--- config.mk ---
export PLATFORM = sky130hd
export DESIGN_NAME = url_component_parser
export DESIGN_NICKNAME = d
export VERILOG_FILES = /design/src/design/urlcp_pkg.sv /design/src/design/urlcp_core.sv /design/src/design/url_component_parser.sv
export SDC_FILE = /design/constraint.sdc
export NUM_CORES = 1
export LEC_CHECK = 0
export BUFFER_PORTS_ARGS = -buffer_cell sky130_fd_sc_hd__buf_2
export CORE_UTILIZATION = 47
export DETAILED_ROUTE_END_ITERATION = 6
export MAX_ROUTING_LAYER = met4
export PLACE_DENSITY = 0.63
export SLEW_MARGIN = 20
export SYNTH_ARGS = -nofsm -noshare
export SYNTH_HDL_FRONTEND = slang
export SYNTH_SLANG_ARGS = --single-unit
--- constraint.sdc ---
create_clock -name clk -period 6.1 [get_ports clk]
set_clock_uncertainty 0.15 [all_clocks]
set_input_delay 1.22 -clock clk [delete_from_list [all_inputs] [get_ports clk]]
set_output_delay 1.22 -clock clk [all_outputs]
set_load 0.01 [all_outputs]
--- src/design/urlcp_pkg.sv ---
package urlcp_pkg;

  // default limit on url length in bytes
  localparam int unsigned MAX_LEN_DEF = 1024;

  localparam int unsigned LEN_OUT_W = 11;
  localparam int unsigned PORT_W    = 16;
  localparam int unsigned ACC_W     = 17;

  localparam logic [ACC_W-1:0] PORT_SAT = 17'd65536;
  localparam logic [ACC_W-1:0] PORT_MAX = 17'd65535;
  localparam logic [2:0]       DIG_MAX  = 3'd5;
  localparam logic [2:0]       DIG_SAT  = 3'd6;

  localparam logic [7:0] CH_PERCENT = 8'h25;
  localparam logic [7:0] CH_HASH    = 8'h23;
  localparam logic [7:0] CH_QMARK   = 8'h3F;
  localparam logic [7:0] CH_COLON   = 8'h3A;
  localparam logic [7:0] CH_SLASH   = 8'h2F;
  localparam logic [7:0] CH_UNDER   = 8'h5F;
  localparam logic [7:0] CH_DASH    = 8'h2D;
  localparam logic [7:0] CH_DOT     = 8'h2E;
  localparam logic [7:0] CH_EQUAL   = 8'h3D;
  localparam logic [7:0] CH_AMP     = 8'h26;

  typedef enum logic [7:0] {
    PH_PROTO = 8'b0000_0001,
    PH_COLON = 8'b0000_0010,
    PH_SLASH = 8'b0000_0100,
    PH_HOST  = 8'b0000_1000,
    PH_PORT  = 8'b0001_0000,
    PH_PATH  = 8'b0010_0000,
    PH_QUERY = 8'b0100_0000,
    PH_DONE  = 8'b1000_0000
  } phase_t;

  typedef struct packed {
    logic [7:0] ch;
    logic       last;
  } step_t;

  typedef struct packed {
    logic                 ok;
    logic [LEN_OUT_W-1:0] proto_len;
    logic [LEN_OUT_W-1:0] host_len;
    logic                 port_present;
    logic [PORT_W-1:0]    port_value;
    logic [LEN_OUT_W-1:0] path_len;
    logic [LEN_OUT_W-1:0] query_len;
  } url_result_t;

  function automatic logic is_alpha(input logic [7:0] c);
    return c inside {[8'h61:8'h7A], [8'h41:8'h5A]};
  endfunction

  function automatic logic is_digit(input logic [7:0] c);
    return c inside {[8'h30:8'h39]};
  endfunction

  function automatic logic is_alnum(input logic [7:0] c);
    return is_alpha(c) || is_digit(c);
  endfunction

  function automatic logic is_hex(input logic [7:0] c);
    return is_digit(c) || (c inside {[8'h61:8'h66], [8'h41:8'h46]});
  endfunction

  function automatic logic port_ok(input logic [2:0] digits, input logic [ACC_W-1:0] acc);
    return (digits >= 3'd1) && (digits <= DIG_MAX) && (acc >= 17'd1) && (acc <= PORT_MAX);
  endfunction

endpackage

--- src/design/urlcp_core.sv ---
module urlcp_core #(
  parameter int unsigned MAX_LEN = urlcp_pkg::MAX_LEN_DEF
) (
  input  logic                   clk,
  input  logic                   rst_n,
  input  logic                   step_en,
  input  urlcp_pkg::step_t       step,
  output urlcp_pkg::url_result_t result
);
  import urlcp_pkg::*;

  // the byte counter reaches MAX_LEN + 1 at most
  localparam int unsigned LEN_W = $clog2(MAX_LEN + 2);
  localparam logic [LEN_W-1:0] LEN_LIMIT = LEN_W'(MAX_LEN);
  localparam logic [LEN_W-1:0] LEN_ONE   = LEN_W'(1);

  phase_t             phase_r, phase_nxt;
  logic [LEN_W-1:0]   byte_cnt_r, byte_cnt_nxt;
  logic [LEN_W-1:0]   cur_len_r, cur_len_nxt;
  logic [LEN_W-1:0]   proto_len_r, proto_len_nxt;
  logic [LEN_W-1:0]   host_len_r, host_len_nxt;
  logic [LEN_W-1:0]   path_len_r, path_len_nxt;
  logic [LEN_W-1:0]   query_len_r, query_len_nxt;
  logic [ACC_W-1:0]   port_acc_r, port_acc_nxt;
  logic [2:0]         port_dig_r, port_dig_nxt;
  logic [1:0]         esc_left_r, esc_left_nxt;
  logic               failed_r, failed_nxt;
  logic               port_taken_r, port_taken_nxt;

  always_comb begin
    logic [7:0]       c;
    logic [19:0]      acc_mul;
    logic             fail_f;
    logic             taken_f;
    logic [LEN_W-1:0] host_f;
    logic [LEN_W-1:0] path_f;
    logic [LEN_W-1:0] query_f;

    c              = step.ch;
    acc_mul        = ({3'b000, port_acc_r} << 3) + ({3'b000, port_acc_r} << 1)
                     + {16'd0, c[3:0]};
    phase_nxt      = phase_r;
    byte_cnt_nxt   = byte_cnt_r;
    cur_len_nxt    = cur_len_r;
    proto_len_nxt  = proto_len_r;
    host_len_nxt   = host_len_r;
    path_len_nxt   = path_len_r;
    query_len_nxt  = query_len_r;
    port_acc_nxt   = port_acc_r;
    port_dig_nxt   = port_dig_r;
    esc_left_nxt   = esc_left_r;
    failed_nxt     = failed_r;
    port_taken_nxt = port_taken_r;

    // overlong input check
    if (byte_cnt_r <= LEN_LIMIT) byte_cnt_nxt = byte_cnt_r + LEN_ONE;
    if (byte_cnt_nxt > LEN_LIMIT) failed_nxt = 1'b1;

    case (phase_r)
      PH_PROTO: begin
        if (is_alnum(c) || c == CH_UNDER) begin
          cur_len_nxt = cur_len_r + LEN_ONE;
        end else if (c == CH_COLON && cur_len_r != '0) begin
          proto_len_nxt = cur_len_r;
          phase_nxt     = PH_COLON;
        end else begin
          failed_nxt = 1'b1;
          phase_nxt  = PH_DONE;
        end
      end
      PH_COLON: begin
        if (c == CH_SLASH) begin
          phase_nxt = PH_SLASH;
        end else begin
          failed_nxt = 1'b1;
          phase_nxt  = PH_DONE;
        end
      end
      PH_SLASH: begin
        if (c == CH_SLASH && !step.last) begin
          phase_nxt   = PH_HOST;
          cur_len_nxt = '0;
        end else begin
          failed_nxt = 1'b1;
          phase_nxt  = PH_DONE;
        end
      end
      PH_HOST: begin
        if (is_alnum(c) || c == CH_UNDER || c == CH_DASH || c == CH_DOT) begin
          cur_len_nxt = cur_len_r + LEN_ONE;
        end else if (c == CH_COLON) begin
          host_len_nxt = cur_len_r;
          phase_nxt    = PH_PORT;
        end else if (c == CH_SLASH) begin
          host_len_nxt = cur_len_r;
          cur_len_nxt  = LEN_ONE;
          phase_nxt    = PH_PATH;
        end else if (c == CH_QMARK && cur_len_r == '0) begin
          cur_len_nxt = LEN_ONE;
          phase_nxt   = PH_QUERY;
        end else begin
          phase_nxt = PH_DONE;
        end
      end
      PH_PORT: begin
        if (is_digit(c)) begin
          if (port_dig_r < DIG_SAT) port_dig_nxt = port_dig_r + 3'd1;
          if (acc_mul > {3'b000, PORT_SAT}) port_acc_nxt = PORT_SAT;
          else port_acc_nxt = acc_mul[ACC_W-1:0];
        end else if (c == CH_SLASH) begin
          if (port_ok(port_dig_r, port_acc_r)) begin
            port_taken_nxt = 1'b1;
            cur_len_nxt    = LEN_ONE;
            phase_nxt      = PH_PATH;
          end else begin
            failed_nxt = 1'b1;
            phase_nxt  = PH_DONE;
          end
        end else begin
          phase_nxt = PH_DONE;
        end
      end
      PH_PATH, PH_QUERY: begin
        if (esc_left_r != 2'd0) begin
          if (is_hex(c)) begin
            cur_len_nxt  = cur_len_r + LEN_ONE;
            esc_left_nxt = esc_left_r - 2'd1;
          end else begin
            phase_nxt = PH_DONE;
          end
        end else if (is_alnum(c) || c == CH_UNDER || c == CH_DASH || c == CH_DOT ||
                     (phase_r == PH_PATH && (c == CH_SLASH || c == CH_COLON)) ||
                     (phase_r == PH_QUERY && (c == CH_EQUAL || c == CH_AMP))) begin
          cur_len_nxt = cur_len_r + LEN_ONE;
        end else if (c == CH_PERCENT) begin
          cur_len_nxt  = cur_len_r + LEN_ONE;
          esc_left_nxt = 2'd2;
        end else if (c == CH_HASH) begin
          if (phase_r == PH_PATH) path_len_nxt = cur_len_r;
          else query_len_nxt = cur_len_r;
          phase_nxt = PH_DONE;
        end else if (c == CH_QMARK && phase_r == PH_PATH) begin
          path_len_nxt = cur_len_r;
          cur_len_nxt  = LEN_ONE;
          phase_nxt    = PH_QUERY;
        end else begin
          phase_nxt = PH_DONE;
        end
      end
      default: begin
      end
    endcase

    // end of url: close the open component
    fail_f  = failed_nxt;
    taken_f = port_taken_nxt;
    host_f  = host_len_nxt;
    path_f  = path_len_nxt;
    query_f = query_len_nxt;
    case (phase_nxt)
      PH_PROTO, PH_COLON, PH_SLASH: fail_f = 1'b1;
      PH_HOST:  host_f = cur_len_nxt;
      PH_PORT: begin
        if (port_ok(port_dig_nxt, port_acc_nxt)) taken_f = 1'b1;
        else fail_f = 1'b1;
      end
      PH_PATH:  if (esc_left_nxt == 2'd0) path_f = cur_len_nxt;
      PH_QUERY: if (esc_left_nxt == 2'd0) query_f = cur_len_nxt;
      default: begin
      end
    endcase

    result = '0;
    if (!fail_f) begin
      result.ok           = 1'b1;
      result.proto_len    = LEN_OUT_W'(proto_len_nxt);
      result.host_len     = LEN_OUT_W'(host_f);
      result.port_present = taken_f;
      result.port_value   = taken_f ? port_acc_nxt[PORT_W-1:0] : '0;
      result.path_len     = LEN_OUT_W'(path_f);
      result.query_len    = LEN_OUT_W'(query_f);
    end
  end

  always_ff @(posedge clk) begin
    if (!rst_n || (step_en && step.last)) begin
      phase_r      <= PH_PROTO;
      byte_cnt_r   <= '0;
      cur_len_r    <= '0;
      proto_len_r  <= '0;
      host_len_r   <= '0;
      path_len_r   <= '0;
      query_len_r  <= '0;
      port_acc_r   <= '0;
      port_dig_r   <= '0;
      esc_left_r   <= '0;
      failed_r     <= 1'b0;
      port_taken_r <= 1'b0;
    end else if (step_en) begin
      phase_r      <= phase_nxt;
      byte_cnt_r   <= byte_cnt_nxt;
      cur_len_r    <= cur_len_nxt;
      proto_len_r  <= proto_len_nxt;
      host_len_r   <= host_len_nxt;
      path_len_r   <= path_len_nxt;
      query_len_r  <= query_len_nxt;
      port_acc_r   <= port_acc_nxt;
      port_dig_r   <= port_dig_nxt;
      esc_left_r   <= esc_left_nxt;
      failed_r     <= failed_nxt;
      port_taken_r <= port_taken_nxt;
    end
  end

endmodule

--- src/design/url_component_parser.sv ---
// url component parser: takes a url of the form proto://host:port/path?query#rest
// one byte per item on the in_ channel, in_tlast set on the final byte
// one result item on the out_ channel for each url, nothing for earlier bytes
// result: ok flag, protocol/host/path/query lengths, port presence and value;
// on failure every field except ok is zero
// the last byte is held in the input register and its result in the result register;
// out_tvalid rises when the result register is loaded, which waits while the
// receiver has not yet taken an earlier result
// throughput: one byte per cycle, set by the phase update in the scanner, while no
// last byte waits for the result register; a new url may start on the cycle after
// the previous last byte; a waiting result does not block input bytes; only a last
// byte waits until the result register is free
// reset (rst_n low, synchronous) empties both registers and returns the
// scanner to the protocol phase; the scanner also returns there after each url
// a stalled receiver (out_tready low) holds the result and, once a further last
// byte is waiting, back-pressures in_tready
module url_component_parser #(
  parameter int unsigned MAX_LEN = urlcp_pkg::MAX_LEN_DEF
) (
  input  logic        clk,
  input  logic        rst_n,
  input  logic        in_tvalid,
  output logic        in_tready,
  input  logic [7:0]  in_tdata,   // ch [7:0]
  input  logic        in_tlast,   // last_byte
  output logic        out_tvalid,
  input  logic        out_tready,
  // ok [0], proto_len [11:1], host_len [22:12], port_present [23],
  // port_value [39:24], path_len [50:40], query_len [61:51], zero [63:62]
  output logic [63:0] out_tdata
);
  import urlcp_pkg::*;

  // input register
  logic        in_valid_r;
  step_t       in_step_r;

  // result register
  logic        out_valid_r;
  url_result_t out_res_r;

  url_result_t step_res;
  logic        out_free;
  logic        step_go;

  assign out_free  = !out_valid_r || out_tready;
  // a last byte needs the result register, any other byte proceeds at once
  assign step_go   = in_valid_r && (!in_step_r.last || out_free);
  assign in_tready = !in_valid_r || step_go;

  always_ff @(posedge clk) begin
    if (!rst_n) begin
      in_valid_r <= 1'b0;
    end else if (in_tready) begin
      in_valid_r <= in_tvalid;
    end
  end

  always_ff @(posedge clk) begin
    if (in_tready && in_tvalid) begin
      in_step_r.ch   <= in_tdata;
      in_step_r.last <= in_tlast;
    end
  end

  urlcp_core #(
    .MAX_LEN (MAX_LEN)
  ) u_core (
    .clk     (clk),
    .rst_n   (rst_n),
    .step_en (step_go),
    .step    (in_step_r),
    .result  (step_res)
  );

  always_ff @(posedge clk) begin
    if (!rst_n) begin
      out_valid_r <= 1'b0;
    end else if (step_go && in_step_r.last) begin
      out_valid_r <= 1'b1;
    end else if (out_tready) begin
      out_valid_r <= 1'b0;
    end
  end

  always_ff @(posedge clk) begin
    if (step_go && in_step_r.last) begin
      out_res_r <= step_res;
    end
  end

  assign out_tvalid = out_valid_r;
  assign out_tdata  = {2'b00, out_res_r.query_len, out_res_r.path_len,
                       out_res_r.port_value, out_res_r.port_present,
                       out_res_r.host_len, out_res_r.proto_len, out_res_r.ok};

endmodule
* Word level (Yosys, flattened, before mapping) *
Index checks and enable logic that the tools add are counted.

storage, ports and cells
  input port bits = 13
  register bits after elaboration = 171
  output and inout bits = 66
  word-level logic and storage cells = 213

cells by class
  add/subtract/negate cells = 6
  bitwise logic cells = 1
  equality and inequality tests = 24
  muxes and demuxes = 92
  magnitude comparators = 20
  reductions and logical operators = 47

operator list
  operator               number
  $mux 11                41
  $mux 8                 17
  $eq 8x6->1 const B     11
  $mux 62                1
  $pmux 11 s5            1
  $mux 17                3
  $pmux 8 s6             1
  $ge 17x1->1 const B    2
  $le 17x16->1 const B   2
  $le 8x7->1 const B     4
  $eq 8x7->1 const B     3
  $add 11x1->11 const B  2
  $add 20x18->20         1
  $add 20x4->20          1
  $gt 20x17->1 const B   1
  $logic_and 1x1->1      20
  $mux 1                 17
  $eq 8x1->1 const B     2
  $eq 8x2->1 const B     2
  $eq 8x3->1 const B     2
  $eq 8x4->1 const B     2
  $eq 8x5->1 const B     2
  $ge 8x7->1 const B     2
  $mux 16                1
  22 further kinds       49

* Depth between registers and ports, before layout *
  depth in word-level cells = 16
  mapped depth = 15
  gate-level depth less buffers = 13

* Cells and area by module *
From an unflattened synthesis, not the netlist that was laid out.

unflattened totals
  cell total of the unflattened synthesis = 1231
  area, all modules = 10796.6 um^2

modules (own cells, without submodules)
  module                area an instance (um^2)  cells each  times used  sequential area each (um^2)
  urlcp_core            8528.2                   1145        1           1961.9
  url_component_parser  2268.4                   86          1           2172.1

* Least setup slack after synthesis *
OpenSTA, ideal clock, no wires.

  path type = reg-to-reg
  from = register in_step_r[4] in the netlist's numbering
  to = register out_res_r (netlist bit out_tdata[12]) (data pin)
  buffers on the path = 2
  data required time = 5678 ps
  arrival time = 4223 ps
  setup slack = 1455 ps
  stages on the path, launching flop included = 14
  setup time = 272 ps
  period minus slack after synthesis = 4645 ps
  cell sequence = edfxtp_1 > clkbuf_1 > inv_1 > fa_1 > fa_1 > inv_1 > or4b_1 > a2111oi_0 > or4b_1 > nor4b_1 > a2111oi_2 > o21ai_1 > buf_2 > a211oi_1

between the ends
  word-level cells in the longest chain between the ends = 15
  elaborated cells on any way between the ends = 106
  classes of those cells = 1 x add/sub; 13 x order compare; 15 x eq/ne; 51 x mux; 26 x reduce/logical

RTL lines
  what                                                                    line                        RTL
  from (decl)                                                             url_component_parser.sv:36  step_t in_step_r;
  parallel branches: the longest is 15 deep, another holds $add 20x4->20  -
  to (signal assigned)                                                    url_component_parser.sv:88  out_res_r <= step_res;
  to (decl)                                                               url_component_parser.sv:40  url_result_t out_res_r;

Several ways; the timed one is not identified.
A chain may end at the register's enable or synchronous reset.

* Final worst setup path *
  from = register in_step_r[4] in the netlist's numbering
  to = register out_res_r (netlist bit out_tdata[24]) (data pin)

between the ends
  word-level cells in the longest chain between the ends = 16
  elaborated cells on any way between the ends = 92
  classes of those cells = 1 x add/sub; 13 x order compare; 14 x eq/ne; 36 x mux; 1 x bitwise; 27 x reduce/logical

RTL lines
  what
  parallel branches: the longest is 16 deep, another holds $add 20x4->20

Several ways; the timed one is not identified.

==> run metrics <==
status=completed; top area cells in the synthesized netlist=edfxtp_1 20%, dfxtp_1 19%, a211oi_1 5.2%, mux2i_1 5.1%, ha_1 4.8%; RePlAce Congestion=between 0.9 and 1; synthesis warning total=0; Worst VDD drop=approximately 0.19 mV; GR Util All Layers=0.261; r2r setup slk=approximately 930 ps; first-pass GRT wire length=~45 mm; synthesized instance count=1171; CP Capture Type=flop; CTS Hold Bufs=0; hold_ws=slightly above 300 ps; Worst-Margin Slew=around 1000 ps; Die ar.=22800 sq um; setup ws final=between 900 and 1000 ps; Post-CTS Setup Bufs=0; Routed Antenna Nets=0; GR peak layer=met2; fillcell total=around 2100; CTS Buf Count=17; fin crit period=5170 ps; top-area cell type share of the netlist area=0.204; DRT Pass-1 Iters=5; Top FF cell, synth=dfxtp_1; DRC=0; critical path class=reg2reg; WP data arrival=just over 5000 ps; Setup TNS=0 ps; GRT met1 Usage=0.363; GR Layer Usage met3=0.0346; Final HPWL DP=19.4 mm; Final Max Slew Viols=0; Crit Path Max Fanout=17; Synth-to-Final Area Change=10.6%; # port buffers=76; total gr overflow=0; Max-slew headroom=0.297; Clock transition at path regs=70 ps; Distinct cells, synth=between 80 and 90; worst endpoint required time=a little over 6000 ps; Post-Place Worst Slack=930 ps; Worst-Skew Late Latency=~440 ps; Hold Crit Depth=2; row count=54; Die X=151 microns; FF+latch count, synth=roughly 170; vias in the first global route=roughly 8300; initial antenna violation count=0; hold crit path type=reg2reg; FF-to-FF path depth=13; unrepaired setup endpoints after global routing=no; die span in y=between 150 and 200 microns; final net count=1246; type of origin of the critical path=flop; sequential fraction of the synthesis area=0.395; H-tree levels=4; CTS max path bufs=2; Post-synth EDFFs=a little over 70; Synth area leader=edfxtp_1; routed len/inst=between 15 and 20 microns; hold path startpoint=u_core.query_len_r[9]; num ports=approximately 80; vias per cell=~6; GR Util met2=0.397; post-synthesis cell area=between 10000 and 15000 sq um; Hold Path End=u_core.query_len_r[9]; Lkg Pwr=approximately 4.4 nW; fraction of layout cells with a size suffix above 1=0.140; root buffer cell=clkbuf_16; Routed WL=approximately 28 mm; CTS sink cnt=roughly 170; ANT cells=0; r2r endpoint=out_tdata[24]; crit path launch=in_step_r[4]; DR iter-0 viols=878; PD cells=228 nW/um^2; syn_area_per_cell=around 8.9 sq um; CTS tree=yes; Post-synth ARST share=0; r2r startpoint=in_step_r[4]; Placeable Area=between 20000 and 25000 sq um; FMAX=around 190 MHz; via count=roughly 9200; starting density of the core=0.479; Final period util=0.848; Resize count post-CTS=0; # Max-Cap Violations=0; final setup fails=0; largest net degree at the start of global routing=between 60 and 70; final number of hold-violating endpoints=0
[per-stage QoR]
step | instance area [sq um] | utilization | cells | power, mW
floorplan | 10500 | - | 1172 | 1.42
global placement | 10900 | 0.501 | 1452 | 1.49
detailed placement | 10900 | 0.501 | 1452 | 1.49
CTS | 11600 | 0.530 | 1484 | 2.65
global route | 11600 | 0.530 | 1484 | 2.72
finish | 11600 | 0.530 | 1484 | 2.63
[worst max-delay path by stage]
stage	to	slack [ps]	cells after the start
after global routing	out_tdata[29]	480	13
after detailed placement	out_tdata[24]	930	13
after global placement	out_tdata[28]	1090	13
after floorplan	out_tdata[12]	1460	13
final	out_tdata[24]	930	13
after CTS	out_tdata[24]	910	13
[power by group]
group	total, mW	internal [mW]	switching, mW
clock	1.17	0.662	0.506
sequential	1.24	1.21	0.0311
combinational	0.229	0.0684	0.160
total	2.63	1.94	0.697
[layout make-up]
cell class / count / area [sq um] / share of cell area
Multi-Input combinational cell: 886 / 5870 / 0.508
Sequential cell: 171 / 4130 / 0.357
Timing Repair Buffer: 89 / 478 / 0.0413
Clock buffer: 17 / 425 / 0.0368
Tap cell: 280 / 350 / 0.0303
Clock inverter: 15 / 204 / 0.0176
Inverter: 26 / 97.6 / 0.00844
[placed cells by master, fill, tap and decap left out, types with 4 or more instances in the layout]
cell       synthesis  routed
nor2_1           119     119
nand2_1          110     110
dfxtp_1          100     100
a21oi_1           92      92
buf_2              9      76
a211oi_1          72      72
edfxtp_1          71      71
mux2i_1           53      53
ha_1              40      40
o21ai_0           37      37
a22oi_1           32      32
nor3_1            30      28
inv_1             26      26
nand3_1           24      24
xor2_1            18      18
clkbuf_16          0      17
mux2_2            14      14
and3_1            14      13
buf_4              4      13
xnor2_1           12      12
nor4_1            12      12
nand4_1           11      11
a21o_1            11      11
o211ai_1          10      10
nor2b_1            9       9
or3_1              9       9
and2_1             9       9
a21oi_2            9       9
a21boi_0           8       8
and4_1             8       8
a32oi_1            8       8
o31ai_1            7       7
a31oi_1            6       6
o21a_1             6       6
a211o_1            5       5
inv_6              0       5
o2111ai_1          4       4
and4b_1            5       4
or2_2              4       4
nand4b_1           4       4
[critical path: stages (launching register included)]
cell       delay (ps)
edfxtp_1          590
inv_1             120
fa_1              620
inv_1              60
ha_1              280
a211oi_1          430
o21ai_0           190
xor2_1            190
a2111oi_0         400
or4b_1            500
nor4b_1           400
a2111oi_2         180
o2111ai_4         610
a21oi_1           150
[flip-flops by register name (all words and copies together) (netlist names), 2 cells and up]
name                count
u_core.phase_r          8
u_core.cur_len_r       11
out_tdata              62
u_core.esc_left_r       2
u_core.query_len_r     11
u_core.proto_len_r     11
in_step_r               9
u_core.host_len_r      11
u_core.byte_cnt_r      11
u_core.path_len_r      11
u_core.port_dig_r       3
u_core.port_acc_r      17
[cells in the mapped netlist (9+ instances only)]
cell type / count
nand3_1: 24
a21oi_2: 9
mux2i_1: 53
nor2_1: 119
ha_1: 40
and3_1: 14
nor2b_1: 9
dfxtp_1: 100
mux2_2: 14
xnor2_1: 12
nor4_1: 12
nand4_1: 11
xor2_1: 18
and2_1: 9
a21o_1: 11
buf_2: 9
o21ai_0: 37
or3_1: 9
o211ai_1: 10
a22oi_1: 32
nand2_1: 110
a211oi_1: 72
edfxtp_1: 71
nor3_1: 30
clkbuf_1: 66
a21oi_1: 92
inv_1: 26
[cells by family after synthesis]
logic type,count (synthesis),synth area share
and+or+nand+nor,398,0.189
AOI/OAI and AO/OA,346,0.226
DFF,171,0.395
buffers and inverters,115,0.0454
muxes,68,0.0669
adders and majority gates,42,0.0517
xor gates and xnor gates,30,0.0251
other,1,0.000359
[layer usage]
| layer | part of all wire | wire length, microns | vias to the layer above |
|---|---|---|---|
| met1 | 0.47 | 13400 | 4364 |
| met4 | 0.017 | 469 | 0 |
| li1 | - | - | 4433 |
| met2 | 0.46 | 12900 | 321 |
| met5 | 0 | 0 | - |
| met3 | 0.057 | 1600 | 45 |
Power figures use the tool's default switching activity.
